$ cat src/fpc_pkg.sv
`timescale 1ns / 1ps

package fpc_pkg;

    localparam int CHUNK_BYTES = 256;
    localparam int POS_W = $clog2(CHUNK_BYTES + 1);

    localparam int QUEUE_DEPTH = 4;
    localparam int QPTR_W = $clog2(QUEUE_DEPTH);

    localparam logic [1:0] REQ_DATA    = 2'd0;
    localparam logic [1:0] REQ_ADVANCE = 2'd1;
    localparam logic [1:0] REQ_RESTART = 2'd2;

    localparam logic [1:0] PH_DATA    = 2'd0;
    localparam logic [1:0] PH_PAD     = 2'd1;
    localparam logic [1:0] PH_TRAILER = 2'd2;
    localparam logic [1:0] PH_DONE    = 2'd3;

    localparam logic [31:0] CRC_POLY = 32'hEDB88320;
    localparam logic [31:0] CRC_ONES = 32'hFFFFFFFF;
    localparam logic [7:0]  FILL_BYTE   = 8'hFF;
    localparam logic [7:0]  HDR_DATA    = 8'h00;
    localparam logic [7:0]  HDR_TRAILER = 8'h01;

    typedef struct packed {
        logic       hdr;
        logic [7:0] value;
        logic       valid;
        logic       kind;
        logic       first;
        logic       last;
        logic       done;
        logic       rejected;
    } cmd_t;

    typedef struct packed {
        logic [7:0] value;
        logic       valid;
        logic       kind;
        logic       first;
        logic       last;
        logic       done;
        logic       status;
        logic       lor;
    } res_t;

    function automatic logic [31:0] crc_byte(input logic [31:0] c, input logic [7:0] b);
        logic [31:0] r;
        r = c ^ {24'd0, b};
        for (int k = 0; k < 8; k++)
        begin
            r = r[0] ? ((r >> 1) ^ CRC_POLY) : (r >> 1);
        end
        return r;
    endfunction

endpackage

$ cat src/fpc_front.sv
`timescale 1ns / 1ps

module fpc_front (
    input  logic             clk,
    input  logic             rst_n,
    input  logic             accept,
    input  logic [1:0]       req_type,
    input  logic [7:0]       data_byte,
    output fpc_pkg::cmd_t    cmd
);
    import fpc_pkg::*;

    logic [31:0]      crc_reg, crc_next;
    logic [POS_W-1:0] pos_reg, pos_next;
    logic [1:0]       phase_reg, phase_next;

    logic [1:0]  eff_phase;
    logic        at_end;
    logic [31:0] fin;
    logic [31:0] fin_sh;
    logic [1:0]  sel;

    assign fin    = crc_reg ^ CRC_ONES;
    assign sel    = pos_reg[1:0] - 2'd1;
    assign fin_sh = fin >> {sel, 3'b000};

    always_comb
    begin
        crc_next   = crc_reg;
        pos_next   = pos_reg;
        phase_next = phase_reg;
        cmd        = '0;
        eff_phase  = phase_reg;
        at_end     = 1'b0;
        if (req_type == REQ_RESTART)
        begin
            crc_next   = CRC_ONES;
            pos_next   = '0;
            phase_next = PH_DATA;
        end
        else if (req_type == REQ_DATA && phase_reg == PH_DATA)
        begin
            at_end    = (pos_reg == POS_W'(CHUNK_BYTES - 1));
            crc_next  = crc_byte(crc_reg, data_byte);
            pos_next  = at_end ? '0 : pos_reg + POS_W'(1);
            cmd.hdr   = (pos_reg == '0);
            cmd.value = data_byte;
            cmd.valid = 1'b1;
            cmd.last  = at_end;
        end
        else if (req_type == REQ_ADVANCE && phase_reg != PH_DONE)
        begin
            if (phase_reg == PH_DATA)
            begin
                eff_phase = (pos_reg != '0) ? PH_PAD : PH_TRAILER;
            end
            cmd.valid = 1'b1;
            if (eff_phase == PH_PAD)
            begin
                at_end     = (pos_reg == POS_W'(CHUNK_BYTES - 1));
                pos_next   = at_end ? '0 : pos_reg + POS_W'(1);
                phase_next = at_end ? PH_TRAILER : PH_PAD;
                cmd.value  = FILL_BYTE;
                cmd.last   = at_end;
            end
            else
            begin
                at_end     = (pos_reg == POS_W'(CHUNK_BYTES));
                pos_next   = at_end ? '0 : pos_reg + POS_W'(1);
                phase_next = at_end ? PH_DONE : PH_TRAILER;
                if (pos_reg == '0)
                begin
                    cmd.value = HDR_TRAILER;
                end
                else if (pos_reg <= POS_W'(4))
                begin
                    cmd.value = fin_sh[7:0];
                end
                else
                begin
                    cmd.value = FILL_BYTE;
                end
                cmd.kind  = 1'b1;
                cmd.first = (pos_reg == '0);
                cmd.last  = at_end;
                cmd.done  = at_end;
            end
        end
        else
        begin
            cmd.rejected = 1'b1;
        end
    end

    always_ff @(posedge clk or negedge rst_n)
    begin
        if (!rst_n)
        begin
            crc_reg   <= CRC_ONES;
            pos_reg   <= '0;
            phase_reg <= PH_DATA;
        end
        else if (accept)
        begin
            crc_reg   <= crc_next;
            pos_reg   <= pos_next;
            phase_reg <= phase_next;
        end
    end

endmodule

$ cat src/fpc_queue.sv
`timescale 1ns / 1ps

module fpc_queue (
    input  logic          clk,
    input  logic          rst_n,
    input  logic          push,
    input  fpc_pkg::cmd_t push_data,
    input  logic          pop,
    output fpc_pkg::cmd_t head,
    output logic          not_empty,
    output logic          full
);
    import fpc_pkg::*;

    cmd_t              entry_reg [QUEUE_DEPTH];
    logic [QPTR_W-1:0] wr_ptr_reg;
    logic [QPTR_W-1:0] rd_ptr_reg;
    logic [QPTR_W:0]   count_reg;

    assign head      = entry_reg[rd_ptr_reg];
    assign not_empty = (count_reg != '0);
    assign full      = (count_reg == (QPTR_W + 1)'(QUEUE_DEPTH));

    always_ff @(posedge clk)
    begin
        if (push)
        begin
            entry_reg[wr_ptr_reg] <= push_data;
        end
    end

    always_ff @(posedge clk or negedge rst_n)
    begin
        if (!rst_n)
        begin
            wr_ptr_reg <= '0;
            rd_ptr_reg <= '0;
            count_reg  <= '0;
        end
        else
        begin
            if (push)
            begin
                wr_ptr_reg <= wr_ptr_reg + QPTR_W'(1);
            end
            if (pop)
            begin
                rd_ptr_reg <= rd_ptr_reg + QPTR_W'(1);
            end
            if (push && !pop)
            begin
                count_reg <= count_reg + (QPTR_W + 1)'(1);
            end
            else if (pop && !push)
            begin
                count_reg <= count_reg - (QPTR_W + 1)'(1);
            end
        end
    end

endmodule

$ cat src/fpc_back.sv
`timescale 1ns / 1ps

module fpc_back (
    input  logic          clk,
    input  logic          rst_n,
    input  fpc_pkg::cmd_t head,
    input  logic          not_empty,
    output logic          pop,
    input  logic          rsp_stall,
    output logic          rsp_valid,
    output fpc_pkg::res_t res
);
    import fpc_pkg::*;

    logic rsp_valid_reg;
    logic hdr_sent_reg, hdr_sent_next;
    res_t res_reg, res_next;
    logic load;
    logic emit_hdr;

    assign load     = !rsp_valid_reg || !rsp_stall;
    assign emit_hdr = head.hdr && !hdr_sent_reg;
    assign pop      = load && not_empty && !emit_hdr;

    always_comb
    begin
        res_next      = res_reg;
        hdr_sent_next = hdr_sent_reg;
        if (load && not_empty)
        begin
            if (emit_hdr)
            begin
                res_next.value  = HDR_DATA;
                res_next.valid  = 1'b1;
                res_next.kind   = 1'b0;
                res_next.first  = 1'b1;
                res_next.last   = 1'b0;
                res_next.done   = 1'b0;
                res_next.status = 1'b0;
                res_next.lor    = 1'b0;
                hdr_sent_next   = 1'b1;
            end
            else
            begin
                res_next.value  = head.value;
                res_next.valid  = head.valid;
                res_next.kind   = head.kind;
                res_next.first  = head.first;
                res_next.last   = head.last;
                res_next.done   = head.done;
                res_next.status = head.rejected;
                res_next.lor    = 1'b1;
                hdr_sent_next   = 1'b0;
            end
        end
    end

    always_ff @(posedge clk)
    begin
        res_reg <= res_next;
    end

    always_ff @(posedge clk or negedge rst_n)
    begin
        if (!rst_n)
        begin
            rsp_valid_reg <= 1'b0;
            hdr_sent_reg  <= 1'b0;
        end
        else
        begin
            hdr_sent_reg <= hdr_sent_next;
            if (load)
            begin
                rsp_valid_reg <= not_empty;
            end
        end
    end

    assign rsp_valid = rsp_valid_reg;
    assign res       = res_reg;

endmodule

$ cat src/firmware_packetizer_crc32_unit.sv
`timescale 1ns / 1ps

// Packetizer for a firmware image with a running reflected CRC-32. Each request is
// taken while the four-entry queue between the request side and the result side
// has room, and the result side delivers one result per cycle while rsp_stall is
// low, so an image byte that opens a chunk yields two results (header plus byte)
// and every other request one. The CRC is updated one byte per cycle on the request
// side while req_stall is low. A result passes through the queue and the result
// register to the outputs, and a stalled output lets the queue fill until req_stall rises.

module firmware_packetizer_crc32_unit (
    input  logic       clk,
    input  logic       rst_n,
    input  logic       req_valid,
    output logic       req_stall,
    input  logic [1:0] req_type,
    input  logic [7:0] data_byte,
    output logic       rsp_valid,
    input  logic       rsp_stall,
    output logic [7:0] out_byte,
    output logic       byte_valid,
    output logic       packet_kind,
    output logic       first_of_packet,
    output logic       last_of_packet,
    output logic       image_done,
    output logic       status,
    output logic       last_of_run
);
    import fpc_pkg::*;

    logic accept;
    cmd_t cmd;
    cmd_t head;
    logic not_empty;
    logic full;
    logic pop;
    res_t res;

    assign req_stall = full;
    assign accept    = req_valid && !full;

    fpc_front u_front (
        .clk       (clk),
        .rst_n     (rst_n),
        .accept    (accept),
        .req_type  (req_type),
        .data_byte (data_byte),
        .cmd       (cmd)
    );

    fpc_queue u_queue (
        .clk       (clk),
        .rst_n     (rst_n),
        .push      (accept),
        .push_data (cmd),
        .pop       (pop),
        .head      (head),
        .not_empty (not_empty),
        .full      (full)
    );

    fpc_back u_back (
        .clk       (clk),
        .rst_n     (rst_n),
        .head      (head),
        .not_empty (not_empty),
        .pop       (pop),
        .rsp_stall (rsp_stall),
        .rsp_valid (rsp_valid),
        .res       (res)
    );

    assign out_byte        = res.value;
    assign byte_valid      = res.valid;
    assign packet_kind     = res.kind;
    assign first_of_packet = res.first;
    assign last_of_packet  = res.last;
    assign image_done      = res.done;
    assign status          = res.status;
    assign last_of_run     = res.lor;

endmodule

$ cat config.mk
export PLATFORM = sky130hd
export DESIGN_NAME = firmware_packetizer_crc32_unit
export DESIGN_NICKNAME = d
export VERILOG_FILES = /design/src/fpc_pkg.sv /design/src/fpc_front.sv /design/src/fpc_queue.sv /design/src/fpc_back.sv /design/src/firmware_packetizer_crc32_unit.sv
export SDC_FILE = /design/constraint.sdc
export NUM_CORES = 1
export LEC_CHECK = 0
export BUFFER_PORTS_ARGS = -buffer_cell sky130_fd_sc_hd__buf_2
export CAP_MARGIN = 20
export CELL_PAD_IN_SITES_DETAIL_PLACEMENT = 1
export CELL_PAD_IN_SITES_GLOBAL_PLACEMENT = 1
export CORE_MARGIN = 5
export CORE_UTILIZATION = 44
export CTS_CLUSTER_SIZE = 40
export DETAILED_ROUTE_END_ITERATION = 8
export GPL_ROUTABILITY_DRIVEN = 1
export PLACE_DENSITY_LB_ADDON = 0.2
export SKIP_CTS_REPAIR_TIMING = 1
export SLEW_MARGIN = 20
export SYNTH_ARGS = -nofsm -noshare
export SYNTH_HDL_FRONTEND = slang
export SYNTH_SLANG_ARGS = --single-unit
$ cat constraint.sdc
create_clock -name clk -period 7.6 [get_ports clk]
set_input_delay 0.38 -clock clk [delete_from_list [all_inputs] [get_ports clk]]
set_output_delay 0.38 -clock clk [all_outputs]
set_load 0.005 [all_outputs]
==> flow_summary.html <==
<table>
<tr><th>Metric</th><th>Value</th></tr>
<tr><th colspan="2">Setup path</th></tr>
<tr><td>Data arrival time of the critical path</td><td>3.25 ns</td></tr>
<tr><td>Cell chain of the critical path</td><td>mux4_2 -&gt; nor2b_1 -&gt; inv_1 -&gt; nand2_1 -&gt; ha_1 -&gt; inv_1 -&gt; fa_1 -&gt; mux2_2</td></tr>
<tr><td>CP Max Fanout</td><td>16</td></tr>
<tr><td>Category of the critical setup timing path</td><td>reg -&gt; reg</td></tr>
<tr><td>Required @ worst endpoint</td><td>7.91 ns</td></tr>
<tr><td>Crit path max-delay cell type</td><td>sky130_fd_sc_hd__dfrtp_1</td></tr>
<tr><td>Kind of end point of the critical path</td><td>register</td></tr>
<tr><td>Longest individual stage delay on the worst path</td><td>0.79 ns</td></tr>
<tr><td>Crit start category</td><td>register</td></tr>
<tr><td>Worst path most repeated cell</td><td>sky130_fd_sc_hd__inv_1</td></tr>
<tr><th colspan="2">Logic synthesis</th></tr>
<tr><td>Number of flops mapped to enable cells by yosys</td><td>75</td></tr>
<tr><td>Ys flop type</td><td>sky130_fd_sc_hd__edfxtp_1</td></tr>
<tr><td>Area of the mapped netlist</td><td>6390 sq um</td></tr>
<tr><td>Synthesized netlist net count</td><td>496</td></tr>
<tr><td>Area share of the largest cell type after synthesis</td><td>35.2%</td></tr>
<tr><td>Warning count from the yosys run</td><td>0</td></tr>
<tr><td>Number of instances in the synthesized netlist</td><td>472</td></tr>
<tr><td>Leading post-synthesis cells by cell area</td><td>sky130_fd_sc_hd__edfxtp_1 (35%), sky130_fd_sc_hd__dfstp_2 (13%), sky130_fd_sc_hd__dfrtp_1 (7.8%), sky130_fd_sc_hd__mux4_2 (7.8%), sky130_fd_sc_hd__xnor2_1 (6.3%)</td></tr>
<tr><td>Number of distinct standard cells referenced by the synthesized netlist</td><td>55</td></tr>
<tr><td>Post-synth top area cell</td><td>sky130_fd_sc_hd__edfxtp_1</td></tr>
<tr><td>Post-Syn Area per Cell</td><td>13.5 sq um</td></tr>
<tr><td>Share of flip-flops with an asynchronous set or reset after synthesis</td><td>40.9%</td></tr>
<tr><td>#FFs+latches synth</td><td>127</td></tr>
<tr><td>Part of the Yosys area used for sequential elements</td><td>56.2%</td></tr>
<tr><th colspan="2">GRT</th></tr>
<tr><td>Total track usage</td><td>17.8%</td></tr>
<tr><td>GR Util met2</td><td>30.1%</td></tr>
<tr><td>Largest net degree at the start of global routing</td><td>53</td></tr>
<tr><td>Initial antenna violation count</td><td>0</td></tr>
<tr><td>Met1 routing resource usage after global routing</td><td>21.9%</td></tr>
<tr><td>Gr busiest metal</td><td>met2</td></tr>
<tr><td>Wire length of the first global-routing pass</td><td>22.3 mm</td></tr>
<tr><td>Number of global-route vias before repair</td><td>4,080</td></tr>
<tr><td>Overflow after GRT</td><td>0</td></tr>
<tr><td>Global Route met3 Usage</td><td>4.63%</td></tr>
<tr><th colspan="2">Route</th></tr>
<tr><td>Average wire per cell in the routed design</td><td>19.5 um</td></tr>
<tr><td>Detail Route Antenna Nets</td><td>0</td></tr>
<tr><td>Number of remaining DRC errors</td><td>0</td></tr>
<tr><td>Routed wire length</td><td>13.7 mm</td></tr>
<tr><td>Number of DRC violations after detailed-routing iteration 0</td><td>169</td></tr>
<tr><td>Via count</td><td>3,751</td></tr>
<tr><td>Router iterations before antenna repair</td><td>6</td></tr>
<tr><td>Vias per Instance</td><td>5.35</td></tr>
<tr><th colspan="2">Placed design</th></tr>
<tr><td>HPWL after detailed placement</td><td>9.50 mm</td></tr>
<tr><td>Setup slack at placement</td><td>4.58 ns</td></tr>
<tr><td>Placer congestion estimate</td><td>0.798</td></tr>
<tr><td>Number of I/O port buffers</td><td>30</td></tr>
<tr><td>Placed inst area</td><td>6710 sq um</td></tr>
<tr><th colspan="2">Timing</th></tr>
<tr><td>Unrepaired setup endpoints after global routing</td><td>false</td></tr>
<tr><td>Slew Viols, Final</td><td>0</td></tr>
<tr><td>Fin crit period</td><td>2.94 ns</td></tr>
<tr><td>Number of failing hold endpoints at the final stage</td><td>0</td></tr>
<tr><td>Max transition margin</td><td>32.4%</td></tr>
<tr><td>Worst setup skew after layout</td><td>0.00823 ns</td></tr>
<tr><td>Fin crit share</td><td>38.7%</td></tr>
<tr><td>Final hold slack</td><td>0.0862 ns</td></tr>
<tr><td>Max Clk Rate</td><td>340 MHz</td></tr>
<tr><td>Final setup violation count</td><td>0</td></tr>
<tr><td>Post-route worst setup slack</td><td>4.66 ns</td></tr>
<tr><td>Setup Total Neg Slack</td><td>0 ns</td></tr>
<tr><td>Slew at the pin closest to its max-slew limit</td><td>1.01 ns</td></tr>
<tr><th colspan="2">Power and ir drop</th></tr>
<tr><td>P per Cell Area</td><td>469 nW/um^2</td></tr>
<tr><td>Portion of total power attributed to the clock network</td><td>23.8%</td></tr>
<tr><td>Sequential Power Share</td><td>34.9%</td></tr>
<tr><td>Cell Int Power</td><td>2.25 mW</td></tr>
<tr><td>Post-route total power</td><td>3.43 mW</td></tr>
<tr><td>Cell leakage power</td><td>2.72 nW</td></tr>
<tr><td>Switching power</td><td>1.18 mW</td></tr>
<tr><td>Maximum vdd ir drop</td><td>239 uV</td></tr>
<tr><td>Net switching fraction of the power</td><td>34.3%</td></tr>
<tr><td>Proportion of power drawn by combinational gates</td><td>41.2%</td></tr>
<tr><th colspan="2">CTS</th></tr>
<tr><td>TritonCTS clock tree</td><td>done</td></tr>
<tr><td>Clock sink count</td><td>127</td></tr>
<tr><td>Total number of H-tree levels</td><td>4</td></tr>
<tr><td>Clock tree buffer depth</td><td>2</td></tr>
<tr><td>CTS Buf Count</td><td>17</td></tr>
<tr><td>Clock latency of the later-clocked register in the worst-skew pair</td><td>0.43 ns</td></tr>
<tr><td>Reg clk slew, reported paths</td><td>0.06 ns</td></tr>
<tr><td>Clock root buffer</td><td>sky130_fd_sc_hd__clkbuf_16</td></tr>
<tr><th colspan="2">Final layout</th></tr>
<tr><td>Antenna fix cells</td><td>0</td></tr>
<tr><td>Filler Cells Inserted</td><td>1,424</td></tr>
<tr><td>Number of nets in the layout</td><td>528</td></tr>
<tr><td>Summed area of non-filler cells in the final layout</td><td>7300 sq um</td></tr>
<tr><td>Growth of design area from synthesis to finish</td><td>14.3%</td></tr>
<tr><td>Flip-flop count of the largest register after layout</td><td>60</td></tr>
<tr><td>Share of final-layout standard cells stronger than drive strength 1</td><td>28.0%</td></tr>
<tr><th colspan="2">Floorplan</th></tr>
<tr><td>I/O pin cnt</td><td>31</td></tr>
<tr><td>Effective utilization at floorplan</td><td>44.5%</td></tr>
<tr><td>Placeable core region</td><td>14,400 sq um</td></tr>
<tr><td>Std cell rows</td><td>44</td></tr>
<tr><td>Width of the die</td><td>131 um</td></tr>
<tr><td>Die H</td><td>131 um</td></tr>
<tr><td>Die outline area</td><td>17,000 sq um</td></tr>
<tr><th colspan="2">Min path</th></tr>
<tr><td>Type of the most critical hold path</td><td>in -&gt; async</td></tr>
<tr><th colspan="2">Run status</th></tr>
<tr><td>Outcome</td><td>completed</td></tr>
<tr><th colspan="2">Flow run</th></tr>
<tr><td>Max-cap violations</td><td>0</td></tr>
</table>
-- routing by layer --
layer / share of wire (%) / vias up
met3: 3.1 / 18
met2: 52 / 60
met4: 1.7 / 0
li1: - / 1774
met5: 0 / -
met1: 44 / 1899
-- per-stage QoR --
step                      utilization, %  cells
after floorplan                        -    472
after detailed placement            46.7    669
final                               50.8    701
after CTS                           50.8    701
after global placement              46.7    669
after global routing                50.8    701
-- worst max-delay path, delay by kind of cell, from the launching register on --
kind          cells  cell delay, ns
fa+ha+maj         2            0.68
buf+inv           2            0.34
flops             1            0.79
mux               2            0.69
simple gates      2            0.32
-- final cells by class --
| type | instances | area [sq um] | area share (%) |
|---|---|---|---|
| Sequential cell | 127 | 3590 | 49.2 |
| Multi-Input combinational cell | 309 | 2640 | 36.2 |
| Clock buffer | 23 | 489 | 6.70 |
| Tap cell | 184 | 230 | 3.15 |
| Timing Repair Buffer | 35 | 188 | 2.57 |
| Clock inverter | 9 | 106 | 1.46 |
| Inverter | 14 | 52.6 | 0.720 |
-- logic make-up after synthesis --
kind of cell | synth area share [%]
xor gates and xnor gates | 12.6
adders and majority gates | 3.17
muxes | 8.83
and+or+nand+nor | 8.42
buffers and inverters | 2.58
DFF | 56.2
AOI/OAI and AO/OA | 8.13
-- final timing paths --
check | slack [ns] | end | start | depth (start not counted)
max | 4.66 | u_queue.count_reg[1] | u_queue.rd_ptr_reg[1] | 8
min | 0.09 | u_queue.rd_ptr_reg[1] | rst_n | 2
min in group clk | 0.17 | u_back.rsp_valid | rsp_stall | 3
max reg2reg | 4.66 | u_queue.count_reg[1] | u_queue.rd_ptr_reg[1] | 8
max in group asynchronous | 7.00 | u_front.phase_reg[1] | rst_n | 2
min reg2reg | 0.48 | u_back.hdr_sent_reg | u_back.hdr_sent_reg | 1
-- cells in the final DEF (no fill, tap or decap), types with 11 or more instances in the layout --
master                       n
sky130_fd_sc_hd__a21oi_1    33
sky130_fd_sc_hd__clkbuf_16  18
sky130_fd_sc_hd__inv_1      13
sky130_fd_sc_hd__edfxtp_1   75
sky130_fd_sc_hd__buf_2      30
sky130_fd_sc_hd__a21o_1     11
sky130_fd_sc_hd__mux4_2     22
sky130_fd_sc_hd__xor2_1     17
sky130_fd_sc_hd__nor2_1     42
sky130_fd_sc_hd__dfstp_2    32
sky130_fd_sc_hd__dfrtp_1    20
sky130_fd_sc_hd__nand2_1    15
sky130_fd_sc_hd__xnor2_1    46
sky130_fd_sc_hd__and2_1     16
-- Yosys cell counts (all sizes together) (11+ instances only) --
master and number:
edfxtp 75, nor2 43, clkbuf 18, dfrtp 20, xor2 21, a21o 11
dfstp 32, a21oi 36, nand2 15, inv 13, mux4 23, xnor2 54
and2 16
-- power groups by stage --
stage                     clock network, mW  registers [mW]  logic (mW)
after CTS                             0.834            1.20        1.45
after floorplan                           0            1.14        1.16
final                                 0.817            1.20        1.41
after detailed placement                  0            1.21        1.43
after global routing                  0.865            1.23        1.55
after global placement                    0            1.20        1.40
(Power assumes the default switching activity.)
